==> src/bps_pkg.sv <==
// Package for the byte pattern search unit: sizes, register map codes,
// pipeline structs and small helper functions. No dependencies.
`default_nettype none

package bps_pkg;

  localparam int unsigned PATTERN_MAX = 64;
  localparam int unsigned PAT_IDX_W   = $clog2(PATTERN_MAX);
  localparam int unsigned FILL_W      = $clog2(PATTERN_MAX + 1);
  localparam int unsigned OFFSET_BITS = 32;
  localparam int unsigned BYTE_W      = 8;
  localparam int unsigned LEN_W       = 7;
  localparam int unsigned MATCH_W     = 32;
  localparam int unsigned ADDR_W      = 4;
  localparam int unsigned DATA_W      = 32;
  localparam int unsigned REG_IDX_W   = 2;
  localparam int unsigned CNT_W       = 2;

  localparam logic [REG_IDX_W-1:0] REG_PATTERN_LENGTH = 2'd0;
  localparam logic [REG_IDX_W-1:0] REG_FOLD_CASE      = 2'd1;
  localparam logic [REG_IDX_W-1:0] REG_SEARCH_FORWARD = 2'd2;
  localparam logic [REG_IDX_W-1:0] REG_START_ADDRESS  = 2'd3;

  localparam logic KIND_PATTERN = 1'b0;
  localparam logic KIND_TEXT    = 1'b1;

  localparam logic [CNT_W-1:0] BUF_FULL = 2'd2;

  typedef struct packed {
    logic                   valid;
    logic                   eof;
    logic [OFFSET_BITS-1:0] offset;
  } stage_t;

  typedef struct packed {
    logic               found;
    logic [MATCH_W-1:0] match_start;
  } result_t;

  // index of the last pattern byte in use; zero length acts as one
  function automatic logic [PAT_IDX_W-1:0] last_index(input logic [LEN_W-1:0] len);
    if (len == '0) begin
      last_index = '0;
    end else if (32'(len) > PATTERN_MAX) begin
      last_index = PAT_IDX_W'(PATTERN_MAX - 1);
    end else begin
      last_index = PAT_IDX_W'(32'(len) - 32'd1);
    end
  endfunction

  function automatic logic [BYTE_W-1:0] fold_byte(input logic [BYTE_W-1:0] b,
                                                   input logic en);
    if (en && b >= 8'h61 && b <= 8'h7a) begin
      fold_byte = b - 8'h20;
    end else begin
      fold_byte = b;
    end
  endfunction

endpackage

`default_nettype wire

==> src/byte_pattern_search_unit.sv <==
// Byte pattern search unit: a chain of PATTERN_MAX cells compares each text
// byte against every pattern position at once, shift-and style.
// Throughput: one transaction per cycle, pattern or text, when not stalled.
// An accepted end-of-file byte passes the cell row register, then the result
// buffer, before its result is offered. Input stalls only while the 2-entry
// result buffer backs up. Reset: registers 1,1,1,0; pattern bytes are not cleared.
`default_nettype none

module byte_pattern_search_unit (
  input  wire logic                         clk_i,
  input  wire logic                         rst_ni,
  input  wire logic                         psel,
  input  wire logic                         penable,
  input  wire logic                         pwrite,
  input  wire logic [bps_pkg::ADDR_W-1:0]   paddr,
  input  wire logic [bps_pkg::DATA_W-1:0]   pwdata,
  output logic      [bps_pkg::DATA_W-1:0]   prdata,
  output logic                              pready,
  input  wire logic                         in_valid_i,
  output logic                              in_stall_o,
  input  wire logic                         kind_i,
  input  wire logic [bps_pkg::BYTE_W-1:0]   data_byte_i,
  input  wire logic                         end_of_file_i,
  output logic                              out_valid_o,
  input  wire logic                         out_stall_i,
  output logic                              found_o,
  output logic      [bps_pkg::MATCH_W-1:0]  match_start_o
);
  import bps_pkg::*;

  // configuration
  logic [LEN_W-1:0]   len_q, len_d;
  logic               fold_q, fold_d;
  logic               fwd_q, fwd_d;
  logic [DATA_W-1:0]  start_q, start_d;
  logic               cfg_wr;
  logic [REG_IDX_W-1:0] reg_idx;

  assign pready  = 1'b1;
  assign cfg_wr  = psel && penable && pwrite && pready;
  assign reg_idx = paddr[ADDR_W-1:2];

  always_comb begin
    len_d   = len_q;
    fold_d  = fold_q;
    fwd_d   = fwd_q;
    start_d = start_q;
    if (cfg_wr) begin
      case (reg_idx)
        REG_PATTERN_LENGTH: len_d   = pwdata[LEN_W-1:0];
        REG_FOLD_CASE:      fold_d  = pwdata[0];
        REG_SEARCH_FORWARD: fwd_d   = pwdata[0];
        REG_START_ADDRESS:  start_d = pwdata;
        default: ;
      endcase
    end
  end

  always_comb begin
    case (reg_idx)
      REG_PATTERN_LENGTH: prdata = DATA_W'(len_q);
      REG_FOLD_CASE:      prdata = DATA_W'(fold_q);
      REG_SEARCH_FORWARD: prdata = DATA_W'(fwd_q);
      REG_START_ADDRESS:  prdata = start_q;
      default:            prdata = '0;
    endcase
  end

  always_ff @(posedge clk_i or negedge rst_ni) begin
    if (!rst_ni) begin
      len_q   <= LEN_W'(1);
      fold_q  <= 1'b1;
      fwd_q   <= 1'b1;
      start_q <= '0;
    end else begin
      len_q   <= len_d;
      fold_q  <= fold_d;
      fwd_q   <= fwd_d;
      start_q <= start_d;
    end
  end

  // input side
  logic                   in_acc, acc_text, acc_pat;
  logic [FILL_W-1:0]      fill_q, fill_d;
  logic [OFFSET_BITS-1:0] off_q, off_d;
  logic                   fresh_q, fresh_d;
  stage_t                 s1_q, s1_d;
  logic [BYTE_W-1:0]      text_byte;
  logic [CNT_W-1:0]       buf_cnt;

  assign in_stall_o = (buf_cnt == BUF_FULL) ||
                      ((buf_cnt != '0) && s1_q.valid && s1_q.eof && out_stall_i);
  assign in_acc     = in_valid_i && !in_stall_o;
  assign acc_text   = in_acc && (kind_i == KIND_TEXT);
  assign acc_pat    = in_acc && (kind_i == KIND_PATTERN);
  assign text_byte  = fold_byte(data_byte_i, fold_q);

  always_comb begin
    fill_d  = fill_q;
    off_d   = off_q;
    fresh_d = fresh_q;
    s1_d.valid  = acc_text;
    s1_d.eof    = end_of_file_i;
    s1_d.offset = off_q;
    if (acc_pat && (fill_q != FILL_W'(PATTERN_MAX))) begin
      fill_d = fill_q + FILL_W'(1);
    end
    if (acc_text) begin
      fill_d  = '0;
      off_d   = end_of_file_i ? '0 : off_q + OFFSET_BITS'(1);
      fresh_d = end_of_file_i;
    end
  end

  always_ff @(posedge clk_i or negedge rst_ni) begin
    if (!rst_ni) begin
      fill_q  <= '0;
      off_q   <= '0;
      fresh_q <= 1'b1;
      s1_q    <= '0;
    end else begin
      fill_q  <= fill_d;
      off_q   <= off_d;
      fresh_q <= fresh_d;
      s1_q    <= s1_d;
    end
  end

  // cell row; a new file starts with no partial matches
  logic [PATTERN_MAX-1:0] match;
  logic [PATTERN_MAX-1:0] chain_in;

  for (genvar i = 0; i < PATTERN_MAX; i++) begin : g_cell
    if (i == 0) begin : g_head
      assign chain_in[i] = 1'b1;
    end else begin : g_link
      assign chain_in[i] = !fresh_q && match[i-1];
    end
    bps_cell u_cell (
      .clk_i       (clk_i),
      .rst_ni      (rst_ni),
      .load_i      (acc_pat && (fill_q == FILL_W'(i))),
      .text_i      (acc_text),
      .pat_byte_i  (data_byte_i),
      .text_byte_i (text_byte),
      .chain_i     (chain_in[i]),
      .chain_o     (match[i])
    );
  end

  // tracker and output
  logic [PAT_IDX_W-1:0] last_idx;
  logic                 res_push;
  result_t              res_data;
  result_t              out_data;

  assign last_idx = last_index(len_q);

  bps_tracker u_tracker (
    .clk_i        (clk_i),
    .rst_ni       (rst_ni),
    .stage_i      (s1_q),
    .hit_i        (match[last_idx]),
    .last_idx_i   (last_idx),
    .start_addr_i (OFFSET_BITS'(start_q)),
    .forward_i    (fwd_q),
    .push_o       (res_push),
    .result_o     (res_data)
  );

  bps_out_buf u_out_buf (
    .clk_i       (clk_i),
    .rst_ni      (rst_ni),
    .push_i      (res_push),
    .data_i      (res_data),
    .out_valid_o (out_valid_o),
    .out_stall_i (out_stall_i),
    .result_o    (out_data),
    .count_o     (buf_cnt)
  );

  assign found_o       = out_data.found;
  assign match_start_o = out_data.match_start;

  a_eof_result: assert property (@(posedge clk_i) disable iff (!rst_ni)
    (acc_text && end_of_file_i) |=> res_push)
    else $error("end of file without result");

  a_no_spurious: assert property (@(posedge clk_i) disable iff (!rst_ni)
    !(acc_text && end_of_file_i) |=> !res_push)
    else $error("result without end of file");

  a_fill_step: assert property (@(posedge clk_i) disable iff (!rst_ni)
    (acc_pat && (fill_q != FILL_W'(PATTERN_MAX))) |=>
      (fill_q == FILL_W'($past(fill_q) + FILL_W'(1))))
    else $error("pattern fill index did not advance");

endmodule

`default_nettype wire

==> src/bps_cell.sv <==
// One search cell: holds a pattern byte and its partial-match bit, and
// passes the bit to the next cell. Depends on bps_pkg.
`default_nettype none

module bps_cell (
  input  wire logic                      clk_i,
  input  wire logic                      rst_ni,
  input  wire logic                      load_i,
  input  wire logic                      text_i,
  input  wire logic [bps_pkg::BYTE_W-1:0] pat_byte_i,
  input  wire logic [bps_pkg::BYTE_W-1:0] text_byte_i,
  input  wire logic                      chain_i,
  output logic                           chain_o
);
  import bps_pkg::*;

  logic [BYTE_W-1:0] pat_q;
  logic              match_q;
  logic              match_d;

  always_ff @(posedge clk_i) begin
    if (load_i) begin
      pat_q <= pat_byte_i;
    end
  end

  always_comb begin
    match_d = match_q;
    if (text_i) begin
      match_d = chain_i && (text_byte_i == pat_q);
    end
  end

  always_ff @(posedge clk_i or negedge rst_ni) begin
    if (!rst_ni) begin
      match_q <= 1'b0;
    end else begin
      match_q <= match_d;
    end
  end

  assign chain_o = match_q;

endmodule

`default_nettype wire

==> src/bps_tracker.sv <==
// Match qualifier: checks a completed match against the start address and
// search direction, keeps the best start, and issues the end-of-file result.
// Depends on bps_pkg.
`default_nettype none

module bps_tracker (
  input  wire logic                           clk_i,
  input  wire logic                           rst_ni,
  input  wire bps_pkg::stage_t                stage_i,
  input  wire logic                           hit_i,
  input  wire logic [bps_pkg::PAT_IDX_W-1:0]  last_idx_i,
  input  wire logic [bps_pkg::OFFSET_BITS-1:0] start_addr_i,
  input  wire logic                           forward_i,
  output logic                                push_o,
  output bps_pkg::result_t                    result_o
);
  import bps_pkg::*;

  logic                   have_q, have_d, have_n;
  logic [OFFSET_BITS-1:0] best_q, best_d, best_n;
  logic [OFFSET_BITS-1:0] start;
  logic                   qualify;

  assign start = stage_i.offset - OFFSET_BITS'(last_idx_i);

  always_comb begin
    qualify = 1'b0;
    if (stage_i.valid && hit_i) begin
      if (forward_i) begin
        qualify = !have_q && (start >= start_addr_i);
      end else begin
        qualify = (start <= start_addr_i);
      end
    end
    have_n = have_q | qualify;
    best_n = qualify ? start : best_q;
    have_d = have_n;
    best_d = best_n;
    if (stage_i.valid && stage_i.eof) begin
      have_d = 1'b0;
      best_d = '0;
    end
  end

  always_ff @(posedge clk_i or negedge rst_ni) begin
    if (!rst_ni) begin
      have_q <= 1'b0;
      best_q <= '0;
    end else begin
      have_q <= have_d;
      best_q <= best_d;
    end
  end

  assign push_o               = stage_i.valid && stage_i.eof;
  assign result_o.found       = have_n;
  assign result_o.match_start = have_n ? MATCH_W'(best_n) : '0;

endmodule

`default_nettype wire

==> src/bps_out_buf.sv <==
// Two-entry result buffer between the tracker and the output channel.
// Depends on bps_pkg.
`default_nettype none

module bps_out_buf (
  input  wire logic                    clk_i,
  input  wire logic                    rst_ni,
  input  wire logic                    push_i,
  input  wire bps_pkg::result_t        data_i,
  output logic                         out_valid_o,
  input  wire logic                    out_stall_i,
  output bps_pkg::result_t             result_o,
  output logic [bps_pkg::CNT_W-1:0]    count_o
);
  import bps_pkg::*;

  result_t           mem_q [2];
  logic              wr_q, wr_d;
  logic              rd_q, rd_d;
  logic [CNT_W-1:0]  cnt_q, cnt_d;
  logic              pop;

  assign out_valid_o = (cnt_q != '0);
  assign pop         = out_valid_o && !out_stall_i;
  assign result_o    = mem_q[rd_q];
  assign count_o     = cnt_q;

  always_ff @(posedge clk_i) begin
    if (push_i) begin
      mem_q[wr_q] <= data_i;
    end
  end

  always_comb begin
    wr_d  = push_i ? !wr_q : wr_q;
    rd_d  = pop ? !rd_q : rd_q;
    cnt_d = cnt_q + CNT_W'(push_i) - CNT_W'(pop);
  end

  always_ff @(posedge clk_i or negedge rst_ni) begin
    if (!rst_ni) begin
      wr_q  <= 1'b0;
      rd_q  <= 1'b0;
      cnt_q <= '0;
    end else begin
      wr_q  <= wr_d;
      rd_q  <= rd_d;
      cnt_q <= cnt_d;
    end
  end

  a_no_overflow: assert property (@(posedge clk_i) disable iff (!rst_ni)
    push_i |-> (cnt_q != BUF_FULL))
    else $error("result buffer overflow");

endmodule

`default_nettype wire
==> config.mk <==
export PLATFORM = sky130hd
export DESIGN_NAME = byte_pattern_search_unit
export DESIGN_NICKNAME = d
export VERILOG_FILES = /design/src/bps_pkg.sv /design/src/byte_pattern_search_unit.sv /design/src/bps_cell.sv /design/src/bps_tracker.sv /design/src/bps_out_buf.sv
export SDC_FILE = /design/constraint.sdc
export NUM_CORES = 1
export LEC_CHECK = 0
export BUFFER_PORTS_ARGS = -buffer_cell sky130_fd_sc_hd__buf_4
export CAP_MARGIN = 10
export CORE_ASPECT_RATIO = 1.75
export CORE_UTILIZATION = 35
export CTS_CLUSTER_DIAMETER = 30
export DETAILED_ROUTE_END_ITERATION = 7
export HOLD_SLACK_MARGIN = 0.05
export SLEW_MARGIN = 20
export SYNTH_ARGS = -nofsm -noshare
export SYNTH_HDL_FRONTEND = slang
export SYNTH_SLANG_ARGS = --single-unit
==> constraint.sdc <==
create_clock -name clk_i -period 9.7 [get_ports clk_i]
set_clock_uncertainty 0.15 [all_clocks]
set_input_delay 0.97 -clock clk_i [delete_from_list [all_inputs] [get_ports clk_i]]
set_output_delay 0.97 -clock clk_i [all_outputs]
set_load 0.02 [all_outputs]
==> qor.csv, run 1 <==
metric,value,unit
outcome,finished clean,
Worst Path Max Fanout,24,
# diodes,0,
combinational fraction of design power,0.238,
DR iter-0 viols,1230,
Layout area overhead,16.5,%
Core Area,0.101,mm2
Global Route Usage Sum,0.176,
clock root buffer,clkbuf_16,
Final period util,0.854,
die area,0.104,mm2
TritonRoute pass-1 iters,5,
Peak VDD IR,0.000190,V
CTS H-tree lvls,3,
crit path time final,8.28,ns
pre-CTS setup slack,1.51,ns
RSZ-0062 raised after global routing,false,
final hold vios,0,
cell mode on critical path,ha_1,
Vias/cell,5.04,
Cell variety after synth,77,
max incr delay on CP,0.77,ns
CP max-delay cell,o21ai_2,
top post-synthesis cells by count,"578 x edfxtp_1, 395 x xor2_1, 212 x dfrtp_1",
Die Y,425,um
met1 Resource Use GR,0.181,
"Core Util, Final",0.413,
Clock power frac,0.371,
Final #Nets,2944,
DRT Wirelength,89.9,mm
largest net degree at the start of global routing,122,
# hold bufs at CTS,0,
Num Clock Sinks,794,
Main synth FF type,edfxtp_1,
via count,21400,
setup bufs post-CTS,0,
DRC viols,0,
fraction of registers with async set/reset,0.272,
Final WS setup,1.42,ns
Seq pwr share,0.390,
Max Clk Rate,121,MHz
Arrival @ worst endpoint,8.54,ns
Syn Area/Cell,13.2,um2
Post-Synthesis Cells,2716,
Sw Share,0.315,
WL per Instance,21.1,um
initial antenna violation count,1,
Clock Pin Slew Worst Setup and Hold Paths,0.06,ns
Die X-Extent,244,um
met3 Usage GRT,0.0275,
routability cong.,0.879,
Setup TNS,0,ns
WP data required,9.95,ns
share of cells above drive strength 1,0.145,
vias in the first global route,22000,
Tightest Pin Transition,1.07,ns
setup violators final,0,
Pint,7030,uW
io pins,121,
Starting Density,0.355,
worst min-delay path class,in -> async,
type of origin of the critical path,register,
top cell type's share of synthesized area,0.485,
Slew HR,0.286,
Cell Pwr Density,246,mW/mm2
fillers,9343,
max-capacitance violation count,0,
synth top area cells,"edfxtp_1 48%, dfrtp_1 15%, xor2_1 9.7%, xnor2_1 4.0%, nand2_1 2.0%",
syn nets,2818,
clock buffer depth,3,
count of final max-slew check failures,0,
DPL Wire Length,58.5,mm
sequential area share after synthesis,0.636,
CTS buffer count,101,
CTS tree,yes,
global-route wire length before repair,137,mm
GRT overflow,0,
critical path type,reg -> reg,
# port buffers,117,
top-count cell post-synth,edfxtp_1,
PostCTS Resize Cnt,0,
Post-DRT Antenna Nets,0,
YS warnings,0,
Synth area leader,edfxtp_1,
CP endpoint kind,register,
Post-synth EDFFs,578,
Std-Cell Rows,154,
Net Switching,3230,uW
synthesized area,0.0358,mm2
Yosys reg bits,794,
GRT busiest layer,met2,
met2 Usage GRT,0.335,
Tot Pwr,10300,uW
clock latency on the worst-skew pair,0.69,ns
Leakage Power,0.0154,uW
-- cell usage in the layout (no fill, tap or decap), types with 10 or more instances in the layout --
master	instances
inv_1	82
nor3_1	95
ha_1	48
xor2_1	395
a21oi_1	37
nor2_1	149
dfrtp_1	212
inv_8	10
or3_1	11
a22o_1	58
nor4_1	72
mux2_2	43
or2_2	14
and2_1	16
inv_6	14
nand3_1	29
nand2_1	186
buf_4	148
o21ai_0	85
clkbuf_16	105
nand4_1	83
xnor2_1	162
clkinv_4	18
edfxtp_1	578
mux2i_1	57
-- state kept, by name, summed over array words and instances (netlist names) --
signal and flops:
g_cell.u_cell.pat_q 512, fresh_q 1, start_q 32, off_q 32, u_out_buf.count_o 2, u_out_buf.wr_q 1, len_q 7, u_tracker.have_q 1
u_out_buf.rd_q 1, s1_q 34, u_out_buf.mem_q 66, fill_q 7, g_cell.u_cell.chain_o 64, fold_q 1, u_tracker.best_q 32, fwd_q 1
-- final timing paths --
| path | depth (start not counted) | from | slack [ns] | to |
|---|---|---|---|---|
| max | 25 | len_q[0]$_DFFE_PN1P_ | 1.42 | u_out_buf.mem_q[0][29]$_DFFE_PP_ |
| min | 1 | rst_ni | 0.19 | start_q[22]$_DFFE_PN0P_ |
| max reg2reg | 25 | len_q[0]$_DFFE_PN1P_ | 1.42 | u_out_buf.mem_q[0][29]$_DFFE_PP_ |
| min reg2reg | 0 | off_q[31]$_DFFE_PN0P_ | 0.26 | s1_q[31]$_DFF_PN0_ |
| max in group asynchronous | 2 | rst_ni | 7.92 | fill_q[6]$_DFFE_PN0P_ |
| min in group clk_i | 0 | off_q[31]$_DFFE_PN0P_ | 0.26 | s1_q[31]$_DFF_PN0_ |
-- worst max-delay path: cells and delay by family (launching register included) --
family	cells	cell delay (ns)
AND/OR/NAND/NOR	6	1.33
multiplexers	2	0.75
AO/OA/AOI/OAI	10	3.28
adder cells (fa/ha/maj)	3	0.87
buffers and inverters	4	1.22
flip-flops	1	0.36
-- area by class of cell --
| type | count | area [um2] | area share |
|---|---|---|---|
| Tap cell | 1326 | 1660 | 0.0398 |
| Clock buffer | 118 | 2750 | 0.0658 |
| Timing Repair Buffer | 155 | 1200 | 0.0288 |
| Inverter | 83 | 312 | 0.00747 |
| Sequential cell | 794 | 22800 | 0.546 |
| Clock inverter | 73 | 793 | 0.0190 |
| Multi-Input combinational cell | 1707 | 12200 | 0.293 |
-- power groups by stage --
stage                     Sequential, uW  Combinational [uW]  Clock, uW
after global routing                4030                2700       4020
after detailed placement            4070                2470          0
final                               4000                2450       3810
after CTS                           4000                2480       3890
after floorplan                     4020                1640          0
after global placement              4060                2440          0
-- metrics by stage --
step | hold slack, ns | std cells | cell area (um2)
floorplan | 0.222 | 2716 | 35800
global placement | 0.235 | 4065 | 38200
detailed placement | 0.239 | 4065 | 38200
CTS | 0.205 | 4256 | 41700
global route | 0.214 | 4256 | 41700
finish | 0.187 | 4256 | 41700
-- metal layers --
metal	vias up	routed length, um
met4	2	5020
met2	537	49100
met3	196	3670
li1	10100	-
met5	-	11
met1	10700	32100
-- cell families after synthesis --
kind of cell	count (synthesis)	share of synthesized area
other	1	0.000105
AND/OR/NAND/NOR	706	0.0969
adder cells (fa/ha/maj)	50	0.0176
multiplexers	114	0.0351
AO/OA/AOI/OAI	277	0.0527
XOR/XNOR	559	0.137
buffers and inverters	215	0.0248
flip-flops	794	0.636
Note: power is estimated with default switching activity, not from simulation.
==> inputs of run 2 (changes only) <==
--- a/config.mk
+++ b/config.mk
@@ -5,6 +5,7 @@
 export SDC_FILE = /design/constraint.sdc
 export NUM_CORES = 1
 export LEC_CHECK = 0
+export ABC_AREA = 1
 export BUFFER_PORTS_ARGS = -buffer_cell sky130_fd_sc_hd__buf_4
 export CAP_MARGIN = 10
 export CORE_ASPECT_RATIO = 1.75
==> qor.csv, run 2 <==
metric,value,unit,change
outcome,finished clean,,
Vias/cell,5.43,,+7.7%
Final period util,0.763,,-0.0909
# port buffers,117,,unchanged
critical path type,reg -> reg,,
via count,26800,,+25%
Syn Area/Cell,10.6,um2,-19%
global-route wire length before repair,161,mm,+17%
met3 Usage GRT,0.0343,,+0.00684
Clock Pin Slew Worst Setup and Hold Paths,0.06,ns,about the same
Main synth FF type,edfxtp_1,,
"commonest non-fill, non-tap cells in the layout","578 x edfxtp_1, 575 x nand2_1, 469 x nor2_1, 272 x inv_1, 212 x dfrtp_1",,
Std-Cell Rows,156,,+1.3%
DRC viols,0,,unchanged
synth top area cells,"edfxtp_1 48%, dfrtp_1 15%, nand2_1 6.0%, nor2_1 4.9%, inv_1 2.8%",,
final hold vios,0,,unchanged
Cell variety after synth,54,,-30%
met2 Usage GRT,0.370,,+0.0352
cell mode on critical path,inv_1,,
type of origin of the critical path,register,,
Leakage Power,0.0162,uW,+5.1%
"most common cell after layout, fill and taps aside",edfxtp_1,,
setup violators final,0,,unchanged
Die X-Extent,245,um,+0.70%
synthesized area,0.0363,mm2,+1.4%
Peak VDD IR,0.000305,V,+61%
R2R depth,32,,+28%
Die Y,428,um,+0.70%
Tightest Pin Transition,1.10,ns,+0.0353 ns
Num Clock Sinks,794,,unchanged
crit path time final,7.40,ns,-0.882 ns
io pins,121,,unchanged
CTS tree,yes,,
clock latency on the worst-skew pair,0.71,ns,+0.02 ns
share of cells above drive strength 1,0.121,,-0.0234
CP max-delay cell,o21ai_0,,
worst min-delay path class,reg -> reg,,
Cell Pwr Density,249,mW/mm2,+1.3%
clock root buffer,clkbuf_16,,
Post-synth EDFFs,578,,unchanged
YS warnings,0,,unchanged
Post-DRT Antenna Nets,0,,unchanged
Reg with most FFs,g_cell.u_cell.pat_q,,
"Core Util, Final",0.410,,-0.00291
Arrival @ worst endpoint,7.76,ns,-0.78 ns
count of final max-slew check failures,0,,unchanged
Cells on Worst Hold Path,0,,
fraction of registers with async set/reset,0.272,,unchanged
top cell type's share of synthesized area,0.478,,-0.00676
CTS H-tree lvls,3,,unchanged
GRT busiest layer,met2,,
max incr delay on CP,0.63,ns,-0.14 ns
met1 Resource Use GR,0.217,,+0.0357
RSZ-0062 raised after global routing,false,,
PostCTS Resize Cnt,0,,unchanged
max-capacitance violation count,0,,unchanged
Max Clk Rate,135,MHz,+12%
Layout area overhead,16.4,%,about the same
WP data required,10.06,ns,+0.11 ns
Setup TNS,0,ns,unchanged
DR iter-0 viols,2262,,+84%
initial antenna violation count,2,,+1
die area,0.105,mm2,+1.4%
GRT overflow,0,,unchanged
TritonRoute pass-1 iters,5,,unchanged
largest net degree at the start of global routing,119,,-2.5%
syn nets,3521,,+25%
CP endpoint kind,register,,
CTS buffer count,106,,+5.0%
Yosys reg bits,794,,unchanged
WL per Instance,21.7,um,+2.8%
DRT Wirelength,107,mm,+19%
Worst Path Max Fanout,33,,+38%
top post-synthesis cells by count,"578 x edfxtp_1, 577 x nand2_1, 471 x nor2_1",,
DPL Wire Length,66.2,mm,+13%
top-count cell post-synth,edfxtp_1,,
# hold bufs at CTS,1,,+1
setup bufs post-CTS,0,,unchanged
fillers,9711,,+3.9%
Slew HR,0.262,,-0.0239
Final #Nets,3610,,+23%
Core Area,0.103,mm2,+2.1%
routability cong.,0.933,,+6.2%
Post-Synthesis Cells,3419,,+26%
vias in the first global route,26800,,+22%
Starting Density,0.352,,-0.00228
Synth area leader,edfxtp_1,,
max FFs per register,512,,unchanged
Hold Slack,0.235,ns,+0.0480 ns
sequential area share after synthesis,0.627,,-0.00887
clock buffer depth,3,,unchanged
Global Route Usage Sum,0.204,,+0.0276
run 2: final cells by class:
| type | instances | area (um2) | share of cell area |
|---|---|---|---|
| tap | 1343 | 1680 | 0.0397 |
| clock buffer | 119 | 2780 | 0.0658 |
| antenna | 1 | 2.50 | 0.0000592 |
| clock inverter | 82 | 982 | 0.0232 |
| inverter | 287 | 1090 | 0.0258 |
| multi-input combinational | 2162 | 11800 | 0.278 |
| sequential | 794 | 22800 | 0.538 |
| timing repair buffer | 157 | 1200 | 0.0284 |
run 2: worst paths after layout:
check                                      from                                     to  slack, ns
setup / recovery           len_q[0]$_DFFE_PN1P_       u_out_buf.mem_q[0][27]$_DFFE_PP_       2.30
hold / removal             off_q[5]$_DFFE_PN0P_                      s1_q[5]$_DFF_PN0_       0.24
setup reg to reg           len_q[0]$_DFFE_PN1P_       u_out_buf.mem_q[0][27]$_DFFE_PP_       2.30
hold reg to reg            off_q[5]$_DFFE_PN0P_                      s1_q[5]$_DFF_PN0_       0.24
max in group asynchronous                rst_ni                start_q[17]$_DFFE_PN0P_       7.36
min in group asynchronous                rst_ni  g_cell[35].u_cell.chain_o$_DFFE_PN0P_       0.64
run 2: per-layer routing:
metal,routed length (um),vias to the layer above
met5,12,-
met1,38000,13200
met3,6590,334
li1,-,12300
met2,56000,1004
met4,6830,2
run 2: stage by stage:
step | power, uW | setup WS (ns) | cells | instance area [um2]
floorplan | 5550 | 4.32 | 3419 | 36300
global placement | 6530 | 2.43 | 4742 | 38500
detailed placement | 6570 | 2.28 | 4742 | 38500
CTS | 10600 | 2.26 | 4944 | 42300
global route | 11000 | 1.64 | 4944 | 42300
finish | 10500 | 2.30 | 4945 | 42300
run 2: worst max-delay path, delay by kind of cell, from the launching register on:
family | cells | cell delay, ns
flip-flops | 1 | 0.53
buffers and inverters | 7 | 1.18
adder cells (fa/ha/maj) | 3 | 0.95
AO/OA/AOI/OAI | 5 | 1.31
AND/OR/NAND/NOR | 17 | 3.06
run 2: report_power, final:
part / switching, uW / leakage (uW) / total, uW / internal (uW)
combinational: 1840 / 0.00634 / 2520 / 689
clock: 1620 / 0.00181 / 4040 / 2420
sequential: 101 / 0.00805 / 3970 / 3870
total: 3550 / 0.0162 / 10500 / 6980
run 2: cell families (layout without fill, tap and decap cells):
group | count (synthesis) | count (layout) | share of synthesized area
AO/OA/AOI/OAI | 535 | 535 | 0.103
XOR/XNOR | 131 | 131 | 0.0316
adder cells (fa/ha/maj) | 49 | 49 | 0.0171
flip-flops | 794 | 794 | 0.627
other | 1 | 2 | 0.000103
AND/OR/NAND/NOR | 1446 | 1446 | 0.171
buffers and inverters | 463 | 645 | 0.0502
